`src/design/b64le_pkg.sv`:
```
package b64le_pkg;

  localparam logic [7:0] NL_CODE         = 8'd10;
  localparam logic [7:0] PAD_CODE        = 8'd61;
  localparam logic [7:0] LINE_LENGTH_RST = 8'd76;
  localparam int unsigned QUEUE_DEPTH    = 2;

  // group byte counts
  localparam logic [1:0] CNT_ONE   = 2'd1;
  localparam logic [1:0] CNT_TWO   = 2'd2;
  localparam logic [1:0] CNT_THREE = 2'd3;

  // one input group, left-aligned in 24 bits
  typedef struct packed {
    logic [23:0] block;
    logic [1:0]  count;
    logic        eos;
  } group_t;

  function automatic logic [7:0] b64_symbol(input logic [5:0] v);
    logic [7:0] r;
    if (v < 6'd26) begin
      r = 8'd65 + {2'b00, v};
    end else if (v < 6'd52) begin
      r = 8'd71 + {2'b00, v};   // 'a' - 26
    end else if (v < 6'd62) begin
      r = {2'b00, v} - 8'd4;    // '0' - 52
    end else if (v == 6'd62) begin
      r = 8'd43;                // '+'
    end else begin
      r = 8'd47;                // '/'
    end
    return r;
  endfunction

endpackage

```
`src/design/base64_line_encoder_core.sv`:
```
// Output: a byte that closes a group (third byte or end of stream) is queued,
//   then loaded into the back end's group register and shown through the output
//   register when the back end is idle; other bytes give no output.
// Throughput: one byte per cycle in while the group queue has room; one
//   character per cycle out while out_ready_i does not stall it, so a group
//   gives four characters plus any wrap and closing newlines.
// Reset (rst_ni low, async): line length back to 76, no pending bytes, column 0,
//   queue and output register empty.
module base64_line_encoder_core #(
  parameter int unsigned QueueDepth = b64le_pkg::QUEUE_DEPTH
) (
  input  logic       clk_i,
  input  logic       rst_ni,
  // byte input channel
  input  logic       in_valid_i,
  output logic       in_ready_o,
  input  logic [7:0] byte_value_i,
  input  logic       end_of_stream_i,
  // character output channel
  output logic       out_valid_o,
  input  logic       out_ready_i,
  output logic [7:0] char_code_o,
  output logic       last_of_run_o,
  // line length register write
  input  logic       cfg_valid_i,
  output logic       cfg_ready_o,
  input  logic [7:0] line_length_i
);

  localparam int unsigned CntW = $clog2(QueueDepth + 1);

  logic [7:0]        line_len_q;
  logic              push, full, pop, q_valid;
  b64le_pkg::group_t push_grp, pop_grp;
  logic [CntW-1:0]   q_count;

  // Register writes always land; the user must issue them only while idle, the block does not enforce it.
  assign cfg_ready_o = 1'b1;

  always_ff @(posedge clk_i or negedge rst_ni) begin
    if (!rst_ni) begin
      line_len_q <= b64le_pkg::LINE_LENGTH_RST;
    end else if (cfg_valid_i) begin
      line_len_q <= line_length_i;
    end
  end

  // Front: gathers bytes into groups of up to three.
  b64le_front u_front (
    .clk_i           (clk_i),
    .rst_ni          (rst_ni),
    .in_valid_i      (in_valid_i),
    .in_ready_o      (in_ready_o),
    .byte_value_i    (byte_value_i),
    .end_of_stream_i (end_of_stream_i),
    .push_o          (push),
    .group_o         (push_grp),
    .full_i          (full)
  );

  // Group queue decouples byte intake from character output.
  b64le_queue #(
    .Depth (QueueDepth)
  ) u_queue (
    .clk_i   (clk_i),
    .rst_ni  (rst_ni),
    .push_i  (push),
    .data_i  (push_grp),
    .full_o  (full),
    .pop_i   (pop),
    .valid_o (q_valid),
    .data_o  (pop_grp),
    .count_o (q_count)
  );

  // Back: one character per cycle while the output is not stalled, wrap newlines, padding, closing newline.
  b64le_back u_back (
    .clk_i         (clk_i),
    .rst_ni        (rst_ni),
    .line_length_i (line_len_q),
    .q_valid_i     (q_valid),
    .q_data_i      (pop_grp),
    .q_pop_o       (pop),
    .out_valid_o   (out_valid_o),
    .out_ready_i   (out_ready_i),
    .char_code_o   (char_code_o),
    .last_of_run_o (last_of_run_o)
  );

  // A closing byte must leave a group in the queue.
  a_eos_queued: assert property (@(posedge clk_i) disable iff (!rst_ni)
    (in_valid_i && in_ready_o && end_of_stream_i) |=> (q_count != '0))
    else $error("end-of-stream group not queued");

  // Intake stalls only on a full queue.
  a_stall_full: assert property (@(posedge clk_i) disable iff (!rst_ni)
    !in_ready_o |-> (q_count == CntW'(QueueDepth)))
    else $error("intake stalled with queue room");

  // Two newlines never follow each other.
  a_no_double_nl: assert property (@(posedge clk_i) disable iff (!rst_ni)
    (out_valid_o && out_ready_i && (char_code_o == b64le_pkg::NL_CODE)) |=>
    !(out_valid_o && (char_code_o == b64le_pkg::NL_CODE)))
    else $error("back-to-back newlines");

endmodule

```
`src/design/b64le_front.sv`:
```
module b64le_front (
  input  logic                clk_i,
  input  logic                rst_ni,
  input  logic                in_valid_i,
  output logic                in_ready_o,
  input  logic [7:0]          byte_value_i,
  input  logic                end_of_stream_i,
  output logic                push_o,
  output b64le_pkg::group_t   group_o,
  input  logic                full_i
);

  logic [15:0] pend_q, pend_d;
  logic [1:0]  cnt_q, cnt_d;
  logic        acc;
  logic        close;

  assign in_ready_o = !full_i;
  assign acc        = in_valid_i && in_ready_o;
  assign close      = end_of_stream_i || (cnt_q == 2'd2);

  always_comb begin
    group_o.eos   = end_of_stream_i;
    group_o.count = cnt_q + 2'd1;
    case (cnt_q)
      2'd0:    group_o.block = {byte_value_i, 16'h0000};
      2'd1:    group_o.block = {pend_q[7:0], byte_value_i, 8'h00};
      default: group_o.block = {pend_q, byte_value_i};
    endcase
  end

  assign push_o = acc && close;

  always_comb begin
    pend_d = pend_q;
    cnt_d  = cnt_q;
    if (acc) begin
      if (close) begin
        pend_d = 16'h0000;
        cnt_d  = 2'd0;
      end else begin
        pend_d = {pend_q[7:0], byte_value_i};
        cnt_d  = cnt_q + 2'd1;
      end
    end
  end

  always_ff @(posedge clk_i or negedge rst_ni) begin
    if (!rst_ni) begin
      pend_q <= '0;
      cnt_q  <= '0;
    end else begin
      pend_q <= pend_d;
      cnt_q  <= cnt_d;
    end
  end

endmodule

```
`src/design/b64le_queue.sv`:
```
module b64le_queue #(
  parameter int unsigned Depth = b64le_pkg::QUEUE_DEPTH
) (
  input  logic                       clk_i,
  input  logic                       rst_ni,
  input  logic                       push_i,
  input  b64le_pkg::group_t          data_i,
  output logic                       full_o,
  input  logic                       pop_i,
  output logic                       valid_o,
  output b64le_pkg::group_t          data_o,
  output logic [$clog2(Depth+1)-1:0] count_o
);

  localparam int unsigned PtrW = (Depth > 1) ? $clog2(Depth) : 1;
  localparam int unsigned CntW = $clog2(Depth + 1);

  b64le_pkg::group_t mem_q [Depth];
  logic [PtrW-1:0]   wr_q, wr_d, rd_q, rd_d;
  logic [CntW-1:0]   cnt_q, cnt_d;
  logic              do_push, do_pop;

  assign full_o  = (cnt_q == CntW'(Depth));
  assign valid_o = (cnt_q != '0);
  assign data_o  = mem_q[rd_q];
  assign count_o = cnt_q;
  assign do_push = push_i && !full_o;
  assign do_pop  = pop_i && valid_o;

  always_comb begin
    wr_d  = wr_q;
    rd_d  = rd_q;
    cnt_d = cnt_q;
    if (do_push) begin
      wr_d = (wr_q == PtrW'(Depth - 1)) ? '0 : wr_q + 1'b1;
    end
    if (do_pop) begin
      rd_d = (rd_q == PtrW'(Depth - 1)) ? '0 : rd_q + 1'b1;
    end
    if (do_push && !do_pop) begin
      cnt_d = cnt_q + 1'b1;
    end else if (do_pop && !do_push) begin
      cnt_d = cnt_q - 1'b1;
    end
  end

  always_ff @(posedge clk_i) begin
    if (do_push) begin
      mem_q[wr_q] <= data_i;
    end
  end

  always_ff @(posedge clk_i or negedge rst_ni) begin
    if (!rst_ni) begin
      wr_q  <= '0;
      rd_q  <= '0;
      cnt_q <= '0;
    end else begin
      wr_q  <= wr_d;
      rd_q  <= rd_d;
      cnt_q <= cnt_d;
    end
  end

endmodule

```
`src/design/b64le_back.sv`:
```
module b64le_back (
  input  logic                clk_i,
  input  logic                rst_ni,
  input  logic [7:0]          line_length_i,
  input  logic                q_valid_i,
  input  b64le_pkg::group_t   q_data_i,
  output logic                q_pop_o,
  output logic                out_valid_o,
  input  logic                out_ready_i,
  output logic [7:0]          char_code_o,
  output logic                last_of_run_o
);

  b64le_pkg::group_t grp_q;
  logic        busy_q, busy_d;
  logic [1:0]  step_q, step_d;
  logic        nl_q, nl_d;      // wrap newline due
  logic        fin_q, fin_d;    // closing newline due
  logic        done_q, done_d;  // all four characters out
  logic [7:0]  col_q, col_d;
  logic        ov_q, ov_d;
  logic [7:0]  chr_q, chr_d;
  logic        last_q, last_d;

  logic        emit, finish, load;
  logic [8:0]  limit, col_nx;
  logic        wrap;
  logic [5:0]  sextet;
  logic        pad;
  logic [7:0]  sym;

  assign emit   = busy_q && (!ov_q || out_ready_i);
  assign limit  = (line_length_i == 8'd0) ? 9'd256 : {1'b0, line_length_i};
  assign col_nx = {1'b0, col_q} + 9'd1;
  assign wrap   = (col_nx >= limit);

  always_comb begin
    case (step_q)
      2'd0:    sextet = grp_q.block[23:18];
      2'd1:    sextet = grp_q.block[17:12];
      2'd2:    sextet = grp_q.block[11:6];
      default: sextet = grp_q.block[5:0];
    endcase
  end

  assign pad = ((step_q == 2'd2) && (grp_q.count == b64le_pkg::CNT_ONE)) ||
               ((step_q == 2'd3) && (grp_q.count != b64le_pkg::CNT_THREE));
  assign sym = pad ? b64le_pkg::PAD_CODE : b64le_pkg::b64_symbol(sextet);

  always_comb begin
    step_d = step_q;
    nl_d   = nl_q;
    fin_d  = fin_q;
    done_d = done_q;
    col_d  = col_q;
    chr_d  = chr_q;
    last_d = last_q;
    finish = 1'b0;
    if (emit) begin
      if (nl_q) begin
        chr_d  = b64le_pkg::NL_CODE;
        nl_d   = 1'b0;
        last_d = done_q;
        finish = done_q;
      end else if (fin_q) begin
        chr_d  = b64le_pkg::NL_CODE;
        fin_d  = 1'b0;
        col_d  = 8'd0;
        last_d = 1'b1;
        finish = 1'b1;
      end else begin
        chr_d  = sym;
        last_d = 1'b0;
        if (wrap) begin
          col_d = 8'd0;
          nl_d  = 1'b1;
        end else begin
          col_d = col_nx[7:0];
        end
        if (step_q == 2'd3) begin
          if (wrap) begin
            done_d = 1'b1;
          end else if (grp_q.eos) begin
            fin_d = 1'b1;
          end else begin
            last_d = 1'b1;
            finish = 1'b1;
          end
        end else begin
          step_d = step_q + 2'd1;
        end
      end
    end
  end

  assign load    = q_valid_i && (!busy_q || finish);
  assign q_pop_o = load;

  always_comb begin
    busy_d = busy_q;
    if (load) begin
      busy_d = 1'b1;
    end else if (finish) begin
      busy_d = 1'b0;
    end
    if (emit) begin
      ov_d = 1'b1;
    end else if (out_ready_i) begin
      ov_d = 1'b0;
    end else begin
      ov_d = ov_q;
    end
  end

  always_ff @(posedge clk_i) begin
    if (load) begin
      grp_q <= q_data_i;
    end
    chr_q  <= chr_d;
    last_q <= last_d;
  end

  always_ff @(posedge clk_i or negedge rst_ni) begin
    if (!rst_ni) begin
      busy_q <= 1'b0;
      step_q <= '0;
      nl_q   <= 1'b0;
      fin_q  <= 1'b0;
      done_q <= 1'b0;
      col_q  <= '0;
      ov_q   <= 1'b0;
    end else begin
      busy_q <= busy_d;
      ov_q   <= ov_d;
      col_q  <= col_d;
      if (load) begin
        step_q <= '0;
        nl_q   <= 1'b0;
        fin_q  <= 1'b0;
        done_q <= 1'b0;
      end else begin
        step_q <= step_d;
        nl_q   <= nl_d;
        fin_q  <= fin_d;
        done_q <= done_d;
      end
    end
  end

  assign out_valid_o   = ov_q;
  assign char_code_o   = chr_q;
  assign last_of_run_o = last_q;

endmodule
```
`config.mk`:
```
export PLATFORM = sky130hd
export DESIGN_NAME = base64_line_encoder_core
export DESIGN_NICKNAME = d
export VERILOG_FILES = /design/src/design/b64le_pkg.sv /design/src/design/base64_line_encoder_core.sv /design/src/design/b64le_front.sv /design/src/design/b64le_queue.sv /design/src/design/b64le_back.sv
export SDC_FILE = /design/constraint.sdc
export NUM_CORES = 1
export LEC_CHECK = 0
export BUFFER_PORTS_ARGS = -buffer_cell sky130_fd_sc_hd__buf_2
export CORE_MARGIN = 5
export CORE_UTILIZATION = 60
export CTS_CLUSTER_DIAMETER = 30
export CTS_CLUSTER_SIZE = 40
export DETAILED_ROUTE_END_ITERATION = 12
export GPL_ROUTABILITY_DRIVEN = 0
export PLACE_DENSITY = 0.79
export SYNTH_ARGS = -nofsm -noshare
export SYNTH_HDL_FRONTEND = slang
export SYNTH_SLANG_ARGS = --single-unit
```
`constraint.sdc`:
```
create_clock -name clk_i -period 8.7 [get_ports clk_i]
set_clock_uncertainty 0.2 [all_clocks]
set_input_delay 0.87 -clock clk_i [delete_from_list [all_inputs] [get_ports clk_i]]
set_output_delay 0.87 -clock clk_i [all_outputs]
set_load 0.01 [all_outputs]
```
==> flow_results.org, run 1 <==
** Clock tree
- Post-CTS Hold Fix Bufs :: 0
- Later-pin clock latency in the skew report :: 0.53 ns
- In this run the post-CTS setup repair buffer count came out at 0.
- Clock Pin Slew Worst Setup and Hold Paths :: 0.06 ns
- The clock drives 135 sinks.
- The longest clock path from root to sink contains 2 buffers.
- H-Tree Depth :: 4
- CTS Root Cell :: clkbuf_8
- CTS tree :: done
- CTS Buf Count :: 17
- Once the clock tree was built, the resizer swapped 0 gates to a different size.

** Critical path
- STA classifies the critical path endpoint as a flip-flop.
- The startpoint identified for the worst register-to-register timing path is u_back.col_q[0].
- In this run the worst path has a maximum fanout of 34.
- Worst setup startpoint :: u_back.col_q[0]
- Category of the worst setup path launch point :: flip-flop
- Minimum setup slack among reg-to-reg paths :: 4.76 ns
- Required time of the critical path :: 8.94 ns
- At the worst endpoint, the arrival time is 4.18 ns.
- The endpoint identified for the worst register-to-register timing path is u_queue.count_o[1].
- Type of the setup path with the least slack :: flip-flop to flip-flop
- Worst r2r path cells :: 16

** Finish
- Summing all multi-input logic gate instances after layout gives 2190 sq um.
- Share of layout cells above drive strength 1 :: 20.7%
- The number of antenna diodes in the final layout is 0.
- Layout Area Growth over Synthesis :: 13.4%
- Total of fill cells in the finished design :: 738
- Across the whole layout, storage elements account for 3830 sq um.
- Count of nets after finishing :: 559

** Route
- The first detailed-routing pass ran for 5 iterations.
- Number of nets with antenna violations after detailed routing :: 0
- In the final routed layout, each cell accounts on average for 17.1 um.
- After detailed routing, the total wire length is 11300 um.
- In the routed layout, each cell is associated on average with a via count of 5.95.
- Count of unresolved DRC violations after routing :: 0
- After the first detailed-routing iteration, the DRC count stood at 339.
- Summing over every cut layer, the via total after detailed routing is 3942.

** Floorplanning
- The floorplan step set the die width to 111 um.
- Number of rows in the core area :: 37
- Area of the die :: 12400 sq um
- Initial standard-cell utilization of the core :: 60.6%
- 34 I/O pins were placed.
- Core Area :: 10200 sq um
- Die Span Y :: 111 um

** GRT
- The layer flagged by global routing as most heavily used is met2.
- Global-route wire length before repair :: 19200 um
- Maximum number of pins on one net before global-route repair :: 46
- For met1 alone, demand over resource in global routing was 26.4%.
- For met3 alone, demand over resource in global routing was 5.05%.
- Total routing usage reported by global routing :: 19.6%
- For this run, global-route usage on met2 was measured as 30.7%.
- The number of antenna violations at the first check in global routing came to 0.
- The number of global-route vias before repair was 3912.
- Total overflow reported by the global router :: 0

** Power and ir drop
- Clock group share of total power :: 23.5%
- The internal portion of the total power is 1.76 mW.
- In this run switching power makes up 36.0% of total power.
- VDD sags by at most 0.000255 V.
- Of the total power, combinational logic draws 37.5%.
- Proportion of power drawn by flip-flops and latches :: 39.0%
- For this design the total switching power over the nets is 0.986 mW.
- The analysis attributes to cell leakage a power of 2.81 nW.
- Power spread over the standard cell area amounts to 392 nW/um^2.

** Logic synthesis
- Number of flip-flops and latches in the synthesized netlist :: 135
- In the synthesized netlist, the number of instances is 477.
- Counting every net in the synthesized netlist gives 523.
- Top flip-flop cell by instance count after synthesis :: edfxtp_1
- Yosys cell types :: 55
- Mean Syn Cell Area :: 12.9 sq um
- During synthesis, Yosys emitted a total of 0 warnings.
- Share of synthesized registers carrying an async set or reset :: 33.3%
- Leading post-synthesis cells by cell area :: edfxtp_1, dfrtp_1, mux2_2
- Of all cell types, the one taking the most synthesized area is edfxtp_1.
- In this run the biggest area consumer among cell types represents 43.8% of the synthesized area.
- Summing every instance area after synthesis gives 6180 sq um.
- Summing the sequential cell areas from Yosys gives 62.1% of the chip area.
- Number of flops mapped to enable cells by yosys :: 90

** Timing
- On the final layout, the worst hold slack is 0.313 ns.
- Final Max Tran Viols :: 0
- Post-Route Setup TNS :: 0 ns
- For the pin with the worst max-slew slack, the measured transition is 1.23 ns.
- For this run, the top clock speed supported by timing is 254 MHz.
- The worst pin sits at a relative slew slack of 17.8%.
- Subtracting the final worst setup slack from the clock period gives 3.94 ns.
- Setup violations remaining at the end of the flow were counted as 0.
- The number of endpoints with negative hold slack in the final report was 0.
- Final worst path period share :: 45.3%
- Setup repair after global routing missed its margin :: no

** Run
- Max-cap check violation count :: 0

** Hold path
- In this run the most critical hold path is launched from u_front.pend_q[14].
- The path with the worst hold slack has its endpoint at u_front.pend_q[14].
- Class of the tightest hold or removal check :: flip-flop to flip-flop
- Worst Hold Path Cells :: 1

** Run status
- Result of the run :: finished, final reports clean

** Placement
- DPL Wire Length :: 7660 um
- Port Buffer Count :: 32
[power by group through the flow]
stage | Sequential, mW | Clock, mW | Combinational, mW
2_1_floorplan | 1.04 | 0 | 0.801
3_3_place_gp | 1.07 | 0 | 0.980
3_5_place_dp | 1.08 | 0 | 1.02
4_1_cts | 1.07 | 0.651 | 1.03
5_1_grt | 1.09 | 0.686 | 1.14
6_report | 1.07 | 0.644 | 1.03
[layer usage]
metal	vias up	share of wire, %
met5	-	0
met4	0	1.5
met3	19	5.5
met2	122	48
met1	1945	45
li1	1856	-
[per-stage QoR]
stage	power [mW]	worst slack [ns]	area (sq um)	cells	util, %
floorplan	1.84	4.69	6180	477	-
global placement	2.05	5.04	6450	630	63.4
detailed placement	2.09	4.78	6450	630	63.4
CTS	2.75	4.77	7000	662	68.7
global route	2.92	4.46	7000	662	68.7
finish	2.74	4.76	7000	662	68.7
[cells in the mapped netlist, types with 2 or more instances]
library cell / instances
o2bb2ai_1: 2
mux2_2: 29
and2_1: 9
a222oi_1: 4
o2111ai_1: 2
clkbuf_1: 11
dfrtp_1: 42
o21ai_0: 16
inv_1: 18
mux2i_1: 3
nand4_1: 4
nor3_1: 5
a22o_1: 26
nand3_1: 6
edfxtp_1: 90
buf_4: 2
nand2_1: 43
ha_1: 24
dfstp_2: 3
nor2b_1: 4
xnor2_1: 8
nor2_1: 22
inv_2: 2
a31oi_1: 8
xor2_1: 8
a22oi_1: 10
nand2b_1: 13
a211oi_1: 2
buf_2: 3
a21o_1: 2
a21oi_1: 19
o21ai_1: 2
buf_1: 2
a211o_1: 2
a21oi_2: 2
and3_1: 7
or3_1: 3
nor4_1: 2
[flip-flops by register name, summed over array words and instances, names as in the netlist, 2 cells and up]
name,count
u_queue.mem_q,54
u_back.grp_q,27
u_front.pend_q,16
line_len_q,8
u_back.char_code_o,8
u_back.col_q,8
u_back.step_q,2
u_front.cnt_q,2
u_queue.count_o,2
[how the worst max path moves through the flow]
stage                               to  cells after the start
global route        u_queue.count_o[1]                     16
finish              u_queue.count_o[1]                     16
global placement    u_queue.count_o[1]                     16
detailed placement  u_queue.count_o[1]                     16
CTS                 u_queue.count_o[1]                     16
floorplan           u_queue.count_o[1]                     15
[worst max-delay path: stages, from the launching register on]
cell and delay (ns):
dfrtp_1 0.43, ha_1 0.27, and3_1 0.22, and3_1 0.23, xor2_1 0.17, ha_1 0.33, a21oi_1 0.15, nor2_1 0.06
a211oi_1 0.35, o2111ai_1 0.20, o21ai_2 0.16, buf_4 0.38, inv_2 0.06, ha_1 0.21, xor2_1 0.14, nor2_1 0.12
xor2_1 0.16
[cell usage in the layout, fill, tap and decap left out, types with 6 or more instances in the layout]
cell type	count
and2_1	9
inv_1	18
nor2_1	22
a22o_1	26
xor2_1	8
dfrtp_1	42
xnor2_1	8
a31oi_1	8
buf_2	32
clkbuf_16	16
a22oi_1	10
o21ai_0	16
and3_1	7
nand2_1	43
edfxtp_1	90
a21oi_1	19
nand3_1	6
ha_1	24
mux2_2	29
nand2b_1	13
[kinds of logic (layout without fill, tap and decap cells)]
logic type | count (synthesis) | in the layout | share of synthesized area [%]
fa+ha+maj | 24 | 24 | 4.86
buf+inv | 38 | 87 | 2.49
mux | 32 | 32 | 5.77
simple gates | 124 | 124 | 9.85
compound gates | 107 | 107 | 12.6
xor+xnor | 16 | 16 | 2.27
other cells | 1 | 1 | 0.0607
flops | 135 | 135 | 62.1
[layout make-up]
cell class	count	area share (%)
clock buffer	19	6.02
clock inverter	13	1.79
inverter	20	1.07
multi-input combinational	304	31.3
sequential	135	54.7
tap	136	2.43
timing repair buffer	35	2.61
No activity file was read; power rests on OpenSTA's default activity.
==> run 2, diff against run 1 <==
==> constraint.sdc (replaced) <==
create_clock -name clk_i -period 3.7 [get_ports clk_i]
set_clock_uncertainty 0.2 [all_clocks]
set_input_delay 0.37 -clock clk_i [delete_from_list [all_inputs] [get_ports clk_i]]
set_output_delay 0.37 -clock clk_i [all_outputs]
set_load 0.01 [all_outputs]
==> run 2 against run 1 <==
Effect of this change:
- global-route usage rose by 2.2 points
- sequential power rose by 140%
- count of clock-buffer cells in the layout up 6
- maximum frequency grew 15%
- sequential cell count did not move
- clock power grew to 2.6 times the previous value
- combinational power rose by 150%
- hold slack got worse by 0.29 ns
- utilization increased by 4.1 points
- die area did not move
- worst setup slack worse by 4.5 ns
- cell area grew 6.0%
- critical endpoint is now u_back.grp_q[3]
- largest power group is now combinational logic
==> flow_results.org, run 2 (synthesized netlist as in run 1, its figures left out) <==
** Critical path
- The reg-to-reg startpoint is u_back.col_q[0] (unchanged).
- Worst-path fanout max :: 33 (was 34)
- The worst path arrival time was 3.41 ns (was 4.18 ns).
- Worst setup startpoint :: u_back.col_q[0] (unchanged)
- Capturing instance or port of the critical path :: u_back.grp_q[3] (was u_queue.count_o[1])
- The data required time at the worst endpoint came to 3.67 ns (was 8.94 ns).
- Category of the worst setup path launch point :: flip-flop (unchanged)
- The capturing element type of the critical path is a flip-flop (unchanged).
- The reg-to-reg setup timing slack came to 0.26 ns (was 4.76 ns).
- Worst r2r path cells :: 11 (was 16)
- The worst setup path category is flip-flop to flip-flop (unchanged).
- Capture instance of the worst register-to-register path :: u_back.grp_q[3] (was u_queue.count_o[1])

** Clock tree
- Max Root-Sink Buffers :: 2 (unchanged)
- H-Tree Depth :: 4 (unchanged)
- Num Clock Sinks :: 135 (unchanged)
- The clock tree root buffer cell was clkbuf_8 (unchanged).
- The source-to-sink clock delay at the later pin of the worst-skew pair was 0.52 ns (was 0.53 ns).
- The TritonCTS clock tree was done (unchanged).
- The clock edge transition at the registers on the reported setup and hold paths was 0.06 ns (about the same).
- The buffer count from post-CTS setup fixing is 0 (unchanged).
- The number of clock buffers inserted by TritonCTS was 17 (unchanged).

** Route
- The first-pass iteration count of the detailed router was 5 (unchanged).
- Iter 0 DRT Violations :: 426 (was 339)
- The via count of the routed design is 4156 (was 3942).
- Final routed wirelength across all metal layers :: 12900 um (was 11300 um)
- The final routed DRC violation total was 0 (unchanged).
- The routed wire length per instance was 18.5 um (was 17.1 um).
- The post-route antenna net violation count is 0 (unchanged).
- The via count normalized by instance count came to 5.97 (was 5.95).

** Timing
- The final worst hold slack was 0.0274 ns (was 0.313 ns).
- Final worst path period share :: 92.9% (was 45.3%)
- Top achievable clock speed :: 291 MHz (was 254 MHz)
- The transition time of the tightest slew-check pin came to 1.16 ns (was 1.23 ns).
- The headroom to the max-slew limit was 22.8% (was 17.8%).
- Setup violations, final :: 0 (unchanged)
- Setup repair after global routing missed its margin :: no (unchanged)
- The clock period minus worst slack was 3.44 ns (was 3.94 ns).
- Post-Route Setup TNS :: 0 ns (unchanged)
- The number of pins with negative max-slew slack in the final report is 0 (unchanged).
- The number of endpoints with negative hold slack in the final report was 0 (unchanged).

** Finish
- Regs by FF count: u_queue.mem_q x54, u_back.grp_q x27, u_front.pend_q x16 (unchanged).
- The top register by number of flip-flops is u_queue.mem_q (unchanged).
- The number of antenna diodes was 0 (unchanged).
- The share of final-layout standard cells stronger than drive strength 1 was 20.5% (was 20.7%).
- Number of flip-flops in the largest register :: 54 (unchanged)
- The synthesis-to-layout area growth was 20.2% (was 13.4%).
- Leading cell types in the layout, fill and taps excluded: edfxtp_1, nand2_1, dfrtp_1 (unchanged).
- The number of filler instances in the final layout is 627 (was 738).
- The total number of nets in the final design is 593 (was 559).
- Leading cell type in the layout, fill and taps excluded :: edfxtp_1 (unchanged)

** Hold path
- Class of the tightest hold or removal check :: input port to flip-flop (was flip-flop to flip-flop)

** Power and ir drop
- The power density over cell area is 912 nW/um^2 (was 392 nW/um^2).
- The maximum vdd ir drop came to 0.000542 V (was 0.000255 V).
- The static power due to leakage came to 3.01 nW (was 2.81 nW).
- Total power :: 6.77 mW (was 2.74 mW)

** Floorplanning
- The die span in x is 111 um (unchanged).
- Area of the die :: 12400 sq um (unchanged)
- The die height is 111 um (unchanged).
- The site row count came to 37 (unchanged).
- Core Area :: 10200 sq um (unchanged)
- Initial standard-cell utilization of the core :: 60.6% (unchanged)
- I/O pin total :: 34 (unchanged)

** GRT
- The wire length of the first global-routing pass is 21300 um (was 19200 um).
- Total routing usage reported by global routing :: 21.8% (was 19.6%)
- The total congestion overflow is 0 (unchanged).
- The number of antenna violations at the first check in global routing is 0 (unchanged).
- Maximum number of pins on one net before global-route repair :: 46 (unchanged)
- Via count of the first global-routing pass :: 4224 (was 3912)

** Placement
- The half-perimeter wire length after detailed placement was 7890 um (was 7660 um).
- The number of buffer cells added on primary ports came to 32 (unchanged).

** Run status
- Result of the run :: finished, final reports clean (unchanged)

** Run
- Max-cap check violation count :: 0 (unchanged)
## run 2: cell count changes in the layout (fill, tap and decap cells not counted)
cell and delta:
inv_6 -2, dlygate4sd3_1 +30, a211oi_2 +1, clkbuf_1 -1
inv_4 +2, clkinv_2 -1, clkbuf_16 +3, a211oi_1 -1
clkinvlp_4 -3, o21ai_2 -1, o21ai_4 +1, clkbuf_8 +4
clkinv_4 -2, buf_4 +4
## run 2: worst max-delay path, cell delays in order (launching register included)
cell and delay, ns:
dfrtp_1 0.43, ha_1 0.26, and3_1 0.21, and3_1 0.22, xor2_1 0.16, ha_1 0.32, a21oi_1 0.13, nor2_1 0.06
a211oi_2 0.27, o2111ai_1 0.22, o21ai_4 0.20, buf_4 0.38
## run 2: layer usage
layer  part of all wire (%)  global-route usage [%]  vias up
met5                      0                       0        -
met4                    1.6                    8.68        0
met3                    5.1                    4.73       19
met2                     49                    35.2      162
met1                     44                    29.1     2058
li1                       -                       -     1917
## run 2: power by group
group	leakage (nW)	switching (mW)	total (mW)	internal, mW
sequential	1.40	0.293	2.53	2.24
combinational	1.30	1.48	2.54	1.06
clock	0.303	0.614	1.70	1.09
total	3.01	2.39	6.77	4.38
## run 2: metrics by stage
stage                     std cells  instance area, sq um  util (%)  worst slack, ns
final                           696                  7420      72.9            0.262
after global placement          634                  6500      63.8            0.384
after floorplan                 477                  6190         -          0.00850
after detailed placement        634                  6500      63.8            0.291
after CTS                       696                  7420      72.9            0.274
after global routing            696                  7420      72.9           0.0167
## run 2: final cells by class
class,count,area (sq um),share of cell area (%)
inverter,20,75.1,1.01
sequential,135,3830,51.6
tap,136,170,2.29
timing repair buffer,69,513,6.91
multi-input combinational,304,2210,29.7
clock buffer,25,548,7.38
clock inverter,7,75.1,1.01
## run 2: worst min path at each step
| stage | start | end | slack (ns) | depth (start not counted) |
|---|---|---|---|---|
| after floorplan | rst_ni | line_len_q[0] | -0.13 | 0 |
| after global placement | u_front.pend_q[14] | u_front.pend_q[14] | 0.29 | 1 |
| after detailed placement | u_front.pend_q[14] | u_front.pend_q[14] | 0.29 | 1 |
| after CTS | cfg_valid_i | line_len_q[1] | 0.03 | 3 |
| after global routing | cfg_valid_i | line_len_q[1] | 0.04 | 2 |
| final | cfg_valid_i | line_len_q[1] | 0.03 | 2 |
## run 2: repair_timing
item	4_1_cts	5_1_grt
gates resized for setup	0	0
hold buffers	30	0
setup endpoints to repair	0	0
hold endpoints to repair	65	0
